**config.mk**
```make
export PLATFORM = sky130hd
export DESIGN_NAME = lottery_ticket_sum_heap
export DESIGN_NICKNAME = d
export VERILOG_FILES = /design/src/hw/rtl/lths_pkg.sv /design/src/hw/rtl/lths_alu.sv /design/src/hw/rtl/lottery_ticket_sum_heap.sv
export VERILOG_INCLUDE_DIRS = /design/src /design/src/hw/rtl
export SDC_FILE = /design/constraint.sdc
export NUM_CORES = 2
export LEC_CHECK = 0
export BUFFER_PORTS_ARGS = -buffer_cell sky130_fd_sc_hd__buf_2
export CORE_MARGIN = 3
export CORE_UTILIZATION = 30
export DETAILED_ROUTE_END_ITERATION = 8
export SYNTH_ARGS = -nofsm -noshare
export SYNTH_HDL_FRONTEND = slang
export SYNTH_SLANG_ARGS = --single-unit
```
**constraint.sdc**
```tcl
create_clock -name clock -period 21.2 [get_ports clock]
set_input_delay 2.12 -clock clock [delete_from_list [all_inputs] [get_ports clock]]
set_output_delay 2.12 -clock clock [all_outputs]
set_load 0.01 [all_outputs]
```
**src/hw/rtl/lottery_ticket_sum_heap_defines.svh**
```systemverilog
// ----------------------------------------------------------------------------
// Lottery ticket sum heap - assertion macros
// Clocked, reset-qualified property wrappers shared by the heap RTL.
// ----------------------------------------------------------------------------
`ifndef LOTTERY_TICKET_SUM_HEAP_DEFINES_SVH
`define LOTTERY_TICKET_SUM_HEAP_DEFINES_SVH

// same-cycle implication
`define LTHS_ASSERT_IMP(label, ante, cons, msg) \
   label: assert property (@(posedge clock) disable iff (reset) (ante) |-> (cons)) \
      else $error(msg);

// next-cycle implication
`define LTHS_ASSERT_NXT(label, ante, cons, msg) \
   label: assert property (@(posedge clock) disable iff (reset) (ante) |=> (cons)) \
      else $error(msg);

`endif

```
**src/hw/rtl/lths_pkg.sv**
```systemverilog
// ----------------------------------------------------------------------------
// Lottery ticket sum heap - package
// Field widths, defaults and operation and status codes.
// ----------------------------------------------------------------------------
package lths_pkg;

   localparam int ID_W            = 6;
   localparam int ID_COUNT        = 64;
   localparam int TICKET_IN_W     = 16;
   localparam int SUM_W           = 22;
   localparam int COUNT_OUT_W     = 7;
   localparam int STATUS_W        = 2;
   localparam int MAX_THREADS_DEF = 64;
   localparam int TICKET_BITS_DEF = 16;

   typedef enum logic {
      OP_INSERT = 1'b0,
      OP_REMOVE = 1'b1
   } op_type;

   typedef enum logic [STATUS_W-1:0] {
      STATUS_OK     = 2'd0,
      STATUS_FULL   = 2'd1,
      STATUS_ABSENT = 2'd2
   } status_type;

endpackage

```
**src/hw/rtl/lths_alu.sv**
```systemverilog
// ----------------------------------------------------------------------------
// Lottery ticket sum heap - shared arithmetic unit
// One three-operand sum (a + b - c, modulo the sum width) and one ticket
// magnitude compare, time-shared by the steps of the sequencer.
// ----------------------------------------------------------------------------
module lths_alu #(
   parameter int TICKET_BITS = lths_pkg::TICKET_BITS_DEF
) (
   input  logic [lths_pkg::SUM_W-1:0] add_a,
   input  logic [lths_pkg::SUM_W-1:0] add_b,
   input  logic [lths_pkg::SUM_W-1:0] add_c,
   input  logic [TICKET_BITS-1:0]     cmp_x,
   input  logic [TICKET_BITS-1:0]     cmp_y,
   output logic [lths_pkg::SUM_W-1:0] sum,
   output logic                       gt
);
   import lths_pkg::*;

   assign sum = add_a + add_b - add_c;
   assign gt  = cmp_x > cmp_y;

endmodule

```
**src/hw/rtl/lottery_ticket_sum_heap.sv**
```systemverilog
// Each heap level costs a read and a write of the slot memory, which has one read
// port, one write port and registered read data.
// One request at a time: req_ready is high only while the sequencer is idle.
// Synchronous reset clears the thread count, presence flags and response valid;
// slot and id maps are not cleared and need no clearing pass.
// ----------------------------------------------------------------------------
// Lottery ticket sum heap - top level
// Max-heap of threads by ticket count with per-slot descendant sums and an
// id-to-slot map, run by a sequencer around one shared arithmetic unit.
// ----------------------------------------------------------------------------
`include "lottery_ticket_sum_heap_defines.svh"

module lottery_ticket_sum_heap #(
   parameter int MAX_THREADS = lths_pkg::MAX_THREADS_DEF,
   parameter int TICKET_BITS = lths_pkg::TICKET_BITS_DEF
) (
   input  logic                             clock,
   input  logic                             reset,
   input  logic                             req_valid,
   output logic                             req_ready,
   input  logic                             req_op,
   input  logic [lths_pkg::ID_W-1:0]        req_thread_id,
   input  logic [lths_pkg::TICKET_IN_W-1:0] req_tickets,
   output logic                             rsp_valid,
   input  logic                             rsp_ready,
   output logic [lths_pkg::STATUS_W-1:0]    rsp_status,
   output logic [lths_pkg::ID_W-1:0]        rsp_result_id,
   output logic [lths_pkg::TICKET_IN_W-1:0] rsp_result_tickets,
   output logic [lths_pkg::COUNT_OUT_W-1:0] rsp_entry_count,
   output logic [lths_pkg::SUM_W-1:0]       rsp_total_tickets
);
   import lths_pkg::*;

   localparam int SW     = $clog2(MAX_THREADS);
   localparam int CW     = $clog2(MAX_THREADS + 1);
   localparam int TW     = TICKET_BITS;
   localparam int WORD_W = ID_W + TW + SUM_W;

   typedef enum logic [4:0] {
      S_IDLE, S_RM_MAP, S_RM_POS, S_RM_LAST, S_ANC, S_ANC_WR, S_RM_SUM, S_RM_PAR,
      S_UP, S_UP_CMP, S_DOWN, S_DN_L, S_DN_R, S_DN_CMP, S_FINAL, S_TOT, S_TOT_RD,
      S_DONE
   } state_type;

   typedef enum logic [1:0] {
      PASS_INS, PASS_RM1, PASS_RM2
   } pass_type;

   logic [WORD_W-1:0] slot_mem [MAX_THREADS];
   logic [SW-1:0]     map_mem  [ID_COUNT];

   logic              slot_we;
   logic [SW-1:0]     slot_waddr, slot_raddr;
   logic [WORD_W-1:0] slot_wdata, slot_rdata_ff;
   logic              map_we;
   logic [ID_W-1:0]   map_waddr, map_raddr;
   logic [SW-1:0]     map_wdata, map_rdata_ff;

   logic [ID_W-1:0]   rd_id;
   logic [TW-1:0]     rd_tk;
   logic [SUM_W-1:0]  rd_sum;

   state_type         state_ff, state_in;
   pass_type          pass_ff, pass_in;
   logic [CW-1:0]     size_ff, size_in;
   logic [ID_COUNT-1:0] present_ff, present_in;
   logic [ID_W-1:0]   id_ff, id_in;
   status_type        status_ff, status_in;
   logic [TW-1:0]     rtk_ff, rtk_in;
   logic [ID_W-1:0]   cur_id_ff, cur_id_in;
   logic [TW-1:0]     cur_tk_ff, cur_tk_in;
   logic [SUM_W-1:0]  cur_sum_ff, cur_sum_in;
   logic [SW-1:0]     pos_ff, pos_in;
   logic [SW-1:0]     last_ff, last_in;
   logic [SW-1:0]     a_ff, a_in;
   logic [SUM_W-1:0]  delta_ff, delta_in;
   logic [ID_W-1:0]   ch_id_ff, ch_id_in;
   logic [TW-1:0]     ch_tk_ff, ch_tk_in;
   logic [SUM_W-1:0]  ch_sum_ff, ch_sum_in;
   logic [SW-1:0]     ch_pos_ff, ch_pos_in;
   logic [SUM_W-1:0]  total_ff, total_in;

   logic                   rsp_valid_ff, rsp_valid_in;
   logic [STATUS_W-1:0]    rsp_status_ff, rsp_status_in;
   logic [ID_W-1:0]        rsp_id_ff, rsp_id_in;
   logic [TICKET_IN_W-1:0] rsp_tk_ff, rsp_tk_in;
   logic [COUNT_OUT_W-1:0] rsp_count_ff, rsp_count_in;
   logic [SUM_W-1:0]       rsp_total_ff, rsp_total_in;

   logic [SUM_W-1:0] alu_a, alu_b, alu_c, alu_sum;
   logic [TW-1:0]    alu_x, alu_y;
   logic             alu_gt;

   logic [TW-1:0]    tk_in;
   logic [SW-1:0]    par_pos, par_a;
   logic [SW+1:0]    l_w, r_w, size_x;
   logic [31:0]      rtk_wide, size_wide;

   lths_alu #(
      .TICKET_BITS(TICKET_BITS)
   ) u_alu (
      .add_a(alu_a),
      .add_b(alu_b),
      .add_c(alu_c),
      .cmp_x(alu_x),
      .cmp_y(alu_y),
      .sum  (alu_sum),
      .gt   (alu_gt)
   );

   always_ff @(posedge clock) begin
      if (slot_we) begin
         slot_mem[slot_waddr] <= slot_wdata;
      end
      slot_rdata_ff <= slot_mem[slot_raddr];
   end

   always_ff @(posedge clock) begin
      if (map_we) begin
         map_mem[map_waddr] <= map_wdata;
      end
      map_rdata_ff <= map_mem[map_raddr];
   end

   assign rd_sum = slot_rdata_ff[SUM_W-1:0];
   assign rd_tk  = slot_rdata_ff[SUM_W +: TW];
   assign rd_id  = slot_rdata_ff[SUM_W+TW +: ID_W];

   assign tk_in   = TW'(32'(req_tickets));
   assign par_pos = (pos_ff - SW'(1)) >> 1;
   assign par_a   = (a_ff - SW'(1)) >> 1;
   assign l_w     = {1'b0, pos_ff, 1'b1};
   assign r_w     = l_w + (SW+2)'(1);
   assign size_x  = (SW+2)'(size_ff);

   assign rtk_wide  = 32'(rtk_ff);
   assign size_wide = 32'(size_ff);

   assign req_ready          = (state_ff == S_IDLE);
   assign rsp_valid          = rsp_valid_ff;
   assign rsp_status         = rsp_status_ff;
   assign rsp_result_id      = rsp_id_ff;
   assign rsp_result_tickets = rsp_tk_ff;
   assign rsp_entry_count    = rsp_count_ff;
   assign rsp_total_tickets  = rsp_total_ff;

   always_comb begin
      state_in   = state_ff;
      pass_in    = pass_ff;
      size_in    = size_ff;
      present_in = present_ff;
      id_in      = id_ff;
      status_in  = status_ff;
      rtk_in     = rtk_ff;
      cur_id_in  = cur_id_ff;
      cur_tk_in  = cur_tk_ff;
      cur_sum_in = cur_sum_ff;
      pos_in     = pos_ff;
      last_in    = last_ff;
      a_in       = a_ff;
      delta_in   = delta_ff;
      ch_id_in   = ch_id_ff;
      ch_tk_in   = ch_tk_ff;
      ch_sum_in  = ch_sum_ff;
      ch_pos_in  = ch_pos_ff;
      total_in   = total_ff;

      rsp_valid_in  = rsp_valid_ff && !rsp_ready;
      rsp_status_in = rsp_status_ff;
      rsp_id_in     = rsp_id_ff;
      rsp_tk_in     = rsp_tk_ff;
      rsp_count_in  = rsp_count_ff;
      rsp_total_in  = rsp_total_ff;

      slot_we    = 1'b0;
      slot_waddr = pos_ff;
      slot_wdata = {cur_id_ff, cur_tk_ff, cur_sum_ff};
      slot_raddr = '0;
      map_we     = 1'b0;
      map_waddr  = cur_id_ff;
      map_wdata  = pos_ff;
      map_raddr  = req_thread_id;

      alu_a = '0;
      alu_b = '0;
      alu_c = '0;
      alu_x = cur_tk_ff;
      alu_y = rd_tk;

      unique case (state_ff)
         S_IDLE: begin
            if (req_valid) begin
               id_in = req_thread_id;
               if (op_type'(req_op) == OP_INSERT) begin
                  if (size_ff >= CW'(MAX_THREADS) || present_ff[req_thread_id]) begin
                     status_in = STATUS_FULL;
                     rtk_in    = '0;
                     state_in  = S_TOT;
                  end else begin
                     status_in  = STATUS_OK;
                     rtk_in     = tk_in;
                     cur_id_in  = req_thread_id;
                     cur_tk_in  = tk_in;
                     cur_sum_in = '0;
                     pos_in     = SW'(size_ff);
                     a_in       = SW'(size_ff);
                     delta_in   = SUM_W'(tk_in);
                     pass_in    = PASS_INS;
                     present_in[req_thread_id] = 1'b1;
                     size_in    = size_ff + CW'(1);
                     state_in   = S_ANC;
                  end
               end else begin
                  if (!present_ff[req_thread_id] || size_ff == '0) begin
                     status_in = STATUS_ABSENT;
                     rtk_in    = '0;
                     state_in  = S_TOT;
                  end else begin
                     status_in = STATUS_OK;
                     present_in[req_thread_id] = 1'b0;
                     size_in   = size_ff - CW'(1);
                     last_in   = SW'(size_ff - CW'(1));
                     state_in  = S_RM_MAP;
                  end
               end
            end
         end
         S_RM_MAP: begin
            pos_in     = map_rdata_ff;
            slot_raddr = map_rdata_ff;
            state_in   = S_RM_POS;
         end
         S_RM_POS: begin
            rtk_in     = rd_tk;
            slot_raddr = last_ff;
            state_in   = S_RM_LAST;
         end
         S_RM_LAST: begin
            cur_id_in = rd_id;
            cur_tk_in = rd_tk;
            alu_c     = SUM_W'(rd_tk);
            delta_in  = alu_sum;
            a_in      = last_ff;
            pass_in   = PASS_RM1;
            state_in  = S_ANC;
         end
         S_ANC: begin
            if (a_ff == '0) begin
               unique case (pass_ff)
                  PASS_INS: begin
                     state_in = S_UP;
                  end
                  PASS_RM1: begin
                     if (pos_ff == last_ff) begin
                        state_in = S_TOT;
                     end else begin
                        alu_b    = SUM_W'(cur_tk_ff);
                        alu_c    = SUM_W'(rtk_ff);
                        delta_in = alu_sum;
                        a_in     = pos_ff;
                        pass_in  = PASS_RM2;
                     end
                  end
                  default: begin
                     slot_raddr = pos_ff;
                     state_in   = S_RM_SUM;
                  end
               endcase
            end else begin
               a_in       = par_a;
               slot_raddr = par_a;
               state_in   = S_ANC_WR;
            end
         end
         S_ANC_WR: begin
            alu_a      = rd_sum;
            alu_b      = delta_ff;
            slot_we    = 1'b1;
            slot_waddr = a_ff;
            slot_wdata = {rd_id, rd_tk, alu_sum};
            state_in   = S_ANC;
         end
         S_RM_SUM: begin
            cur_sum_in = rd_sum;
            if (pos_ff != '0) begin
               slot_raddr = par_pos;
               state_in   = S_RM_PAR;
            end else begin
               state_in = S_DOWN;
            end
         end
         S_RM_PAR: begin
            state_in = alu_gt ? S_UP : S_DOWN;
         end
         S_UP: begin
            if (pos_ff == '0) begin
               state_in = S_FINAL;
            end else begin
               slot_raddr = par_pos;
               state_in   = S_UP_CMP;
            end
         end
         S_UP_CMP: begin
            alu_a = rd_sum;
            alu_b = SUM_W'(rd_tk);
            alu_c = SUM_W'(cur_tk_ff);
            if (alu_gt) begin
               slot_we    = 1'b1;
               slot_wdata = {rd_id, rd_tk, cur_sum_ff};
               map_we     = 1'b1;
               map_waddr  = rd_id;
               cur_sum_in = alu_sum;
               pos_in     = par_pos;
               state_in   = S_UP;
            end else begin
               state_in = S_FINAL;
            end
         end
         S_DOWN: begin
            if (l_w >= size_x) begin
               state_in = S_FINAL;
            end else begin
               slot_raddr = l_w[SW-1:0];
               state_in   = S_DN_L;
            end
         end
         S_DN_L: begin
            ch_id_in  = rd_id;
            ch_tk_in  = rd_tk;
            ch_sum_in = rd_sum;
            ch_pos_in = l_w[SW-1:0];
            if (r_w < size_x) begin
               slot_raddr = r_w[SW-1:0];
               state_in   = S_DN_R;
            end else begin
               state_in = S_DN_CMP;
            end
         end
         S_DN_R: begin
            alu_x = rd_tk;
            alu_y = ch_tk_ff;
            if (alu_gt) begin
               ch_id_in  = rd_id;
               ch_tk_in  = rd_tk;
               ch_sum_in = rd_sum;
               ch_pos_in = r_w[SW-1:0];
            end
            state_in = S_DN_CMP;
         end
         S_DN_CMP: begin
            alu_x = ch_tk_ff;
            alu_y = cur_tk_ff;
            alu_a = cur_sum_ff;
            alu_b = SUM_W'(cur_tk_ff);
            alu_c = SUM_W'(ch_tk_ff);
            if (alu_gt) begin
               slot_we    = 1'b1;
               slot_wdata = {ch_id_ff, ch_tk_ff, alu_sum};
               map_we     = 1'b1;
               map_waddr  = ch_id_ff;
               cur_sum_in = ch_sum_ff;
               pos_in     = ch_pos_ff;
               state_in   = S_DOWN;
            end else begin
               state_in = S_FINAL;
            end
         end
         S_FINAL: begin
            slot_we  = 1'b1;
            map_we   = 1'b1;
            state_in = S_TOT;
         end
         S_TOT: begin
            slot_raddr = '0;
            state_in   = S_TOT_RD;
         end
         S_TOT_RD: begin
            alu_a    = rd_sum;
            alu_b    = SUM_W'(rd_tk);
            total_in = (size_ff == '0) ? '0 : alu_sum;
            state_in = S_DONE;
         end
         S_DONE: begin
            if (!rsp_valid_ff || rsp_ready) begin
               rsp_valid_in  = 1'b1;
               rsp_status_in = status_ff;
               rsp_id_in     = id_ff;
               rsp_tk_in     = rtk_wide[TICKET_IN_W-1:0];
               rsp_count_in  = size_wide[COUNT_OUT_W-1:0];
               rsp_total_in  = total_ff;
               state_in      = S_IDLE;
            end
         end
         default: begin
            state_in = S_IDLE;
         end
      endcase
   end

   always_ff @(posedge clock) begin
      if (reset) begin
         state_ff     <= S_IDLE;
         size_ff      <= '0;
         present_ff   <= '0;
         rsp_valid_ff <= 1'b0;
      end else begin
         state_ff     <= state_in;
         size_ff      <= size_in;
         present_ff   <= present_in;
         rsp_valid_ff <= rsp_valid_in;
      end
      pass_ff       <= pass_in;
      id_ff         <= id_in;
      status_ff     <= status_in;
      rtk_ff        <= rtk_in;
      cur_id_ff     <= cur_id_in;
      cur_tk_ff     <= cur_tk_in;
      cur_sum_ff    <= cur_sum_in;
      pos_ff        <= pos_in;
      last_ff       <= last_in;
      a_ff          <= a_in;
      delta_ff      <= delta_in;
      ch_id_ff      <= ch_id_in;
      ch_tk_ff      <= ch_tk_in;
      ch_sum_ff     <= ch_sum_in;
      ch_pos_ff     <= ch_pos_in;
      total_ff      <= total_in;
      rsp_status_ff <= rsp_status_in;
      rsp_id_ff     <= rsp_id_in;
      rsp_tk_ff     <= rsp_tk_in;
      rsp_count_ff  <= rsp_count_in;
      rsp_total_ff  <= rsp_total_in;
   end

   `LTHS_ASSERT_NXT(a_busy_after_request, req_valid && req_ready, !req_ready, "request not held busy")
   `LTHS_ASSERT_IMP(a_count_matches_map, 1'b1, 32'($countones(present_ff)) == 32'(size_ff), "count mismatch")
   `LTHS_ASSERT_IMP(a_pos_in_heap, state_ff == S_UP || state_ff == S_DOWN, 32'(pos_ff) < 32'(size_ff), "sift outside heap")
   `LTHS_ASSERT_NXT(a_done_delivers, state_ff == S_DONE && (!rsp_valid_ff || rsp_ready), rsp_valid && req_ready, "response not issued")

endmodule
```
==> results.json <==
{
  "power_leakage_nw": 55.3,
  "start_util_pct": 30.1,
  "rsz0062_at_grt": "no",
  "setup_viol": 0,
  "grt_pass1_vias": 86500,
  "fin_skew_ps": 97.1,
  "worst_ep_required_time_ps": 22000,
  "status": "finished, final reports clean",
  "via_per_inst": 5.31,
  "period_needed_ps": 8510,
  "yosysSeqAreaShare_pct": 72.7,
  "synth_compound_area_share_pct": 8.33,
  "mostFrequentLayoutCells": "edfxtp_1 (3435), nand2_1 (2338), nand3_1 (848), mux2i_1 (412), clkbuf_16 (368)",
  "dr_total_vias": 91700,
  "postCtsSetupBuffers": 0,
  "syn_nets": 10600,
  "grt_max_degree": 146,
  "synthArstFlopShare_pct": 0,
  "syn_inst": 10500,
  "clk_latency_ps": 970,
  "syn_to_final_growth_pct": 13.8,
  "ys_types": 93,
  "worstPathCellList": "buf_4 -> ha_1 -> and3_1 -> o21ai_0 -> nand3_2 -> and4_4 -> buf_4 -> buf_4 -> buf_12 -> buf_4 -> buf_4 -> mux2i_1 -> mux2i_1 -> mux2i_1 -> mux2i_1 -> a32oi_1 -> or3b_1",
  "max_freq_ghz": 0.118,
  "synth_top_family_by_area": "simple AND/OR/NAND/NOR gates",
  "ys_seq_elements": 3562,
  "path_clk_slew_ps": 60,
  "die_w_microns": 702,
  "crit_buf_inv": 6,
  "synth.cell_area_sq_mm": 0.145,
  "post-route-period-util_pct": 40.1,
  "postSynthAreaPerCell_sq_um": 13.8,
  "cts_root_buf": "clkbuf_16",
  "drt_iter0_drc": 11200,
  "layout_commonest_cell": "edfxtp_1",
  "ir_worst_vdd_mv": 0.179,
  "yosys_warnings": 0,
  "setup_tns_ps": 0,
  "rows": 255,
  "cpMostUsedCell": "buf_4",
  "synth_mux_area_share_pct": 3.81,
  "cts_max_level": 5,
  "grt_pass1_wl_microns": 610000,
  "synth_area_leader_cell": "edfxtp_1",
  "overflow": 0,
  "core_sq_mm": 0.483,
  "synth_ff_type": "edfxtp_1",
  "synthAdderAreaFrac_pct": 0.745,
  "clock_sinks": 3562,
  "crit_family": "buffers and inverters",
  "io_pins": 82,
  "slowest_stage": "edfxtp_1",
  "crit_type": "flip-flop to flip-flop",
  "hold_viol_final": 0,
  "cts_hold_buf": 0,
  "crit_fanout": 115,
  "cpPeakStageDelay_ps": 880,
  "layout-drive-gt1-share_pct": 10.3,
  "antenna_found_initial": 8,
  "p_per_area_mw_per_mm2": 158,
  "synth.top_cell.area_share_pct": 70.9,
  "max-slew-margin-rel_pct": 13.6,
  "drt_wl_total_microns": 420000,
  "tightest_slew_ps": 1290,
  "fill_cells": 46200,
  "cts_made_buffers": 363,
  "drcViolationCount": 0,
  "io_buffers": 81,
  "netlist_top_cells_area": "edfxtp_1 (71%), nand2_1 (6.1%), nand3_1 (2.9%)",
  "fin_nets": 10600,
  "cp.arrival_ps": 9310,
  "gp_congestion": 0.863,
  "start_kind": "flip-flop",
  "synth_edf_count": 3435,
  "dieArea_sq_mm": 0.493,
  "drtPass1Iterations": 7,
  "holdWs_ps": 408,
  "setup.worst_path.end_class": "flip-flop",
  "grtUsageTotal_pct": 16.4,
  "ctsResizeCount": 0,
  "cts_tree": "built",
  "drv_cap": 0,
  "clockBufferDepth": 4,
  "synthSimpleGateAreaFrac_pct": 11.8,
  "ant_nets": 0,
  "hpwl_microns": 229000,
  "min_path_type": "flip-flop to flip-flop",
  "final-max-slew-violation-count": 0,
  "die_h_microns": 702,
  "drt-wirelength-per-cell_microns": 24.3,
  "synth_xor_area_share_pct": 0.295
}
## stage by stage
stage,power [mW],area (sq um),utilization [%],setup WS (ps),instances
5_1_grt,27.2,166000,34.3,12360,17300
3_5_place_dp,19.8,154000,31.9,12900,16600
3_3_place_gp,19.8,154000,31.9,13050,16600
4_1_cts,26.2,166000,34.3,12820,17300
2_1_floorplan,16.0,145000,-,12200,10500
6_report,26.1,166000,34.3,12690,17300
## flip-flops by register name, summed over array words and instances, names as in the netlist, 6 cells and up, named ones only
register and cells:
slot_mem 2816, map_mem 384, slot_rdata_ff 44, ch_sum_ff 22, cur_sum_ff 22, delta_ff 22, rsp_total_tickets 22, total_ff 22
ch_tk_ff 16, cur_tk_ff 16, rsp_result_tickets 16, rtk_ff 16, rsp_entry_count 7, size_ff 7, a_ff 6, ch_id_ff 6
ch_pos_ff 6, cur_id_ff 6, id_ff 6, last_ff 6, map_rdata_ff 6, map_wdata 6, rsp_result_id 6
## cell type report
cell class	instances	area, sq um	share of cell area, %
clock inverters	206	2080	1.26
well taps	6425	8040	4.86
diodes	5	12.5	0.00756
clock buffers	458	9610	5.80
flip-flops and latches	3562	106000	63.9
inverters	78	298	0.180
repair buffers	350	2550	1.54
multi-input cells	6175	37300	22.5
## report_power, final
group	internal (mW)	switching (mW)
Combinational	2.95	7.43
Clock	3.63	2.73
Sequential	9.05	0.290
Total	15.6	10.4
## Yosys cell counts (16+ instances only)
cell type / count
edfxtp_1: 3435
nand2_1: 2355
nand3_1: 850
mux2i_1: 413
clkbuf_1: 411
a311oi_1: 308
a21oi_1: 267
nor2_1: 251
a22oi_1: 215
buf_2: 207
o21ai_0: 178
and3_1: 152
dfxtp_1: 127
a31oi_1: 98
a211oi_1: 94
a22o_1: 77
inv_1: 76
buf_1: 70
ha_1: 61
nor3b_1: 57
nand4_1: 54
mux4_2: 52
o21ai_1: 52
a32oi_1: 49
a222oi_1: 37
nor3_1: 37
o211ai_1: 37
or3_1: 35
nand2b_1: 32
a2111o_1: 29
a221oi_1: 27
a32o_1: 26
xor2_1: 25
xnor2_1: 24
buf_4: 23
a21o_1: 22
nor2b_1: 22
a311o_1: 21
mux2_2: 21
o22a_1: 18
or3b_1: 18
fa_1: 16
## per-layer routing
layer  GRT usage (%)  part of all wire, %
met5               0               0.0064
met4            5.59                  3.4
met3            1.84                  7.2
met2            26.1                   47
met1            23.2                   43
## cells by family after synthesis
group,count (synthesis)
AOI/OAI and AO/OA,1650
xor gates and xnor gates,49
adders and majority gates,77
buffers and inverters,802
DFF,3562
muxes,486
and+or+nand+nor,3913
## path summary, 6_finish.rpt
| kind | from | end | slack, ps | cells past startpoint |
|---|---|---|---|---|
| setup / recovery | map_wdata[4]$_DFFE_PP_ | slot_rdata_ff[24]$_DFF_P_ | 12690 | 17 |
| hold / removal | total_ff[19]$_SDFFCE_PN0P_ | rsp_total_tickets[19]$_DFFE_PP_ | 410 | 0 |
| setup reg to reg | map_wdata[4]$_DFFE_PP_ | slot_rdata_ff[24]$_DFF_P_ | 12690 | 17 |
| hold reg to reg | total_ff[19]$_SDFFCE_PN0P_ | rsp_total_tickets[19]$_DFFE_PP_ | 410 | 0 |
Power figures use the tool's default switching activity.
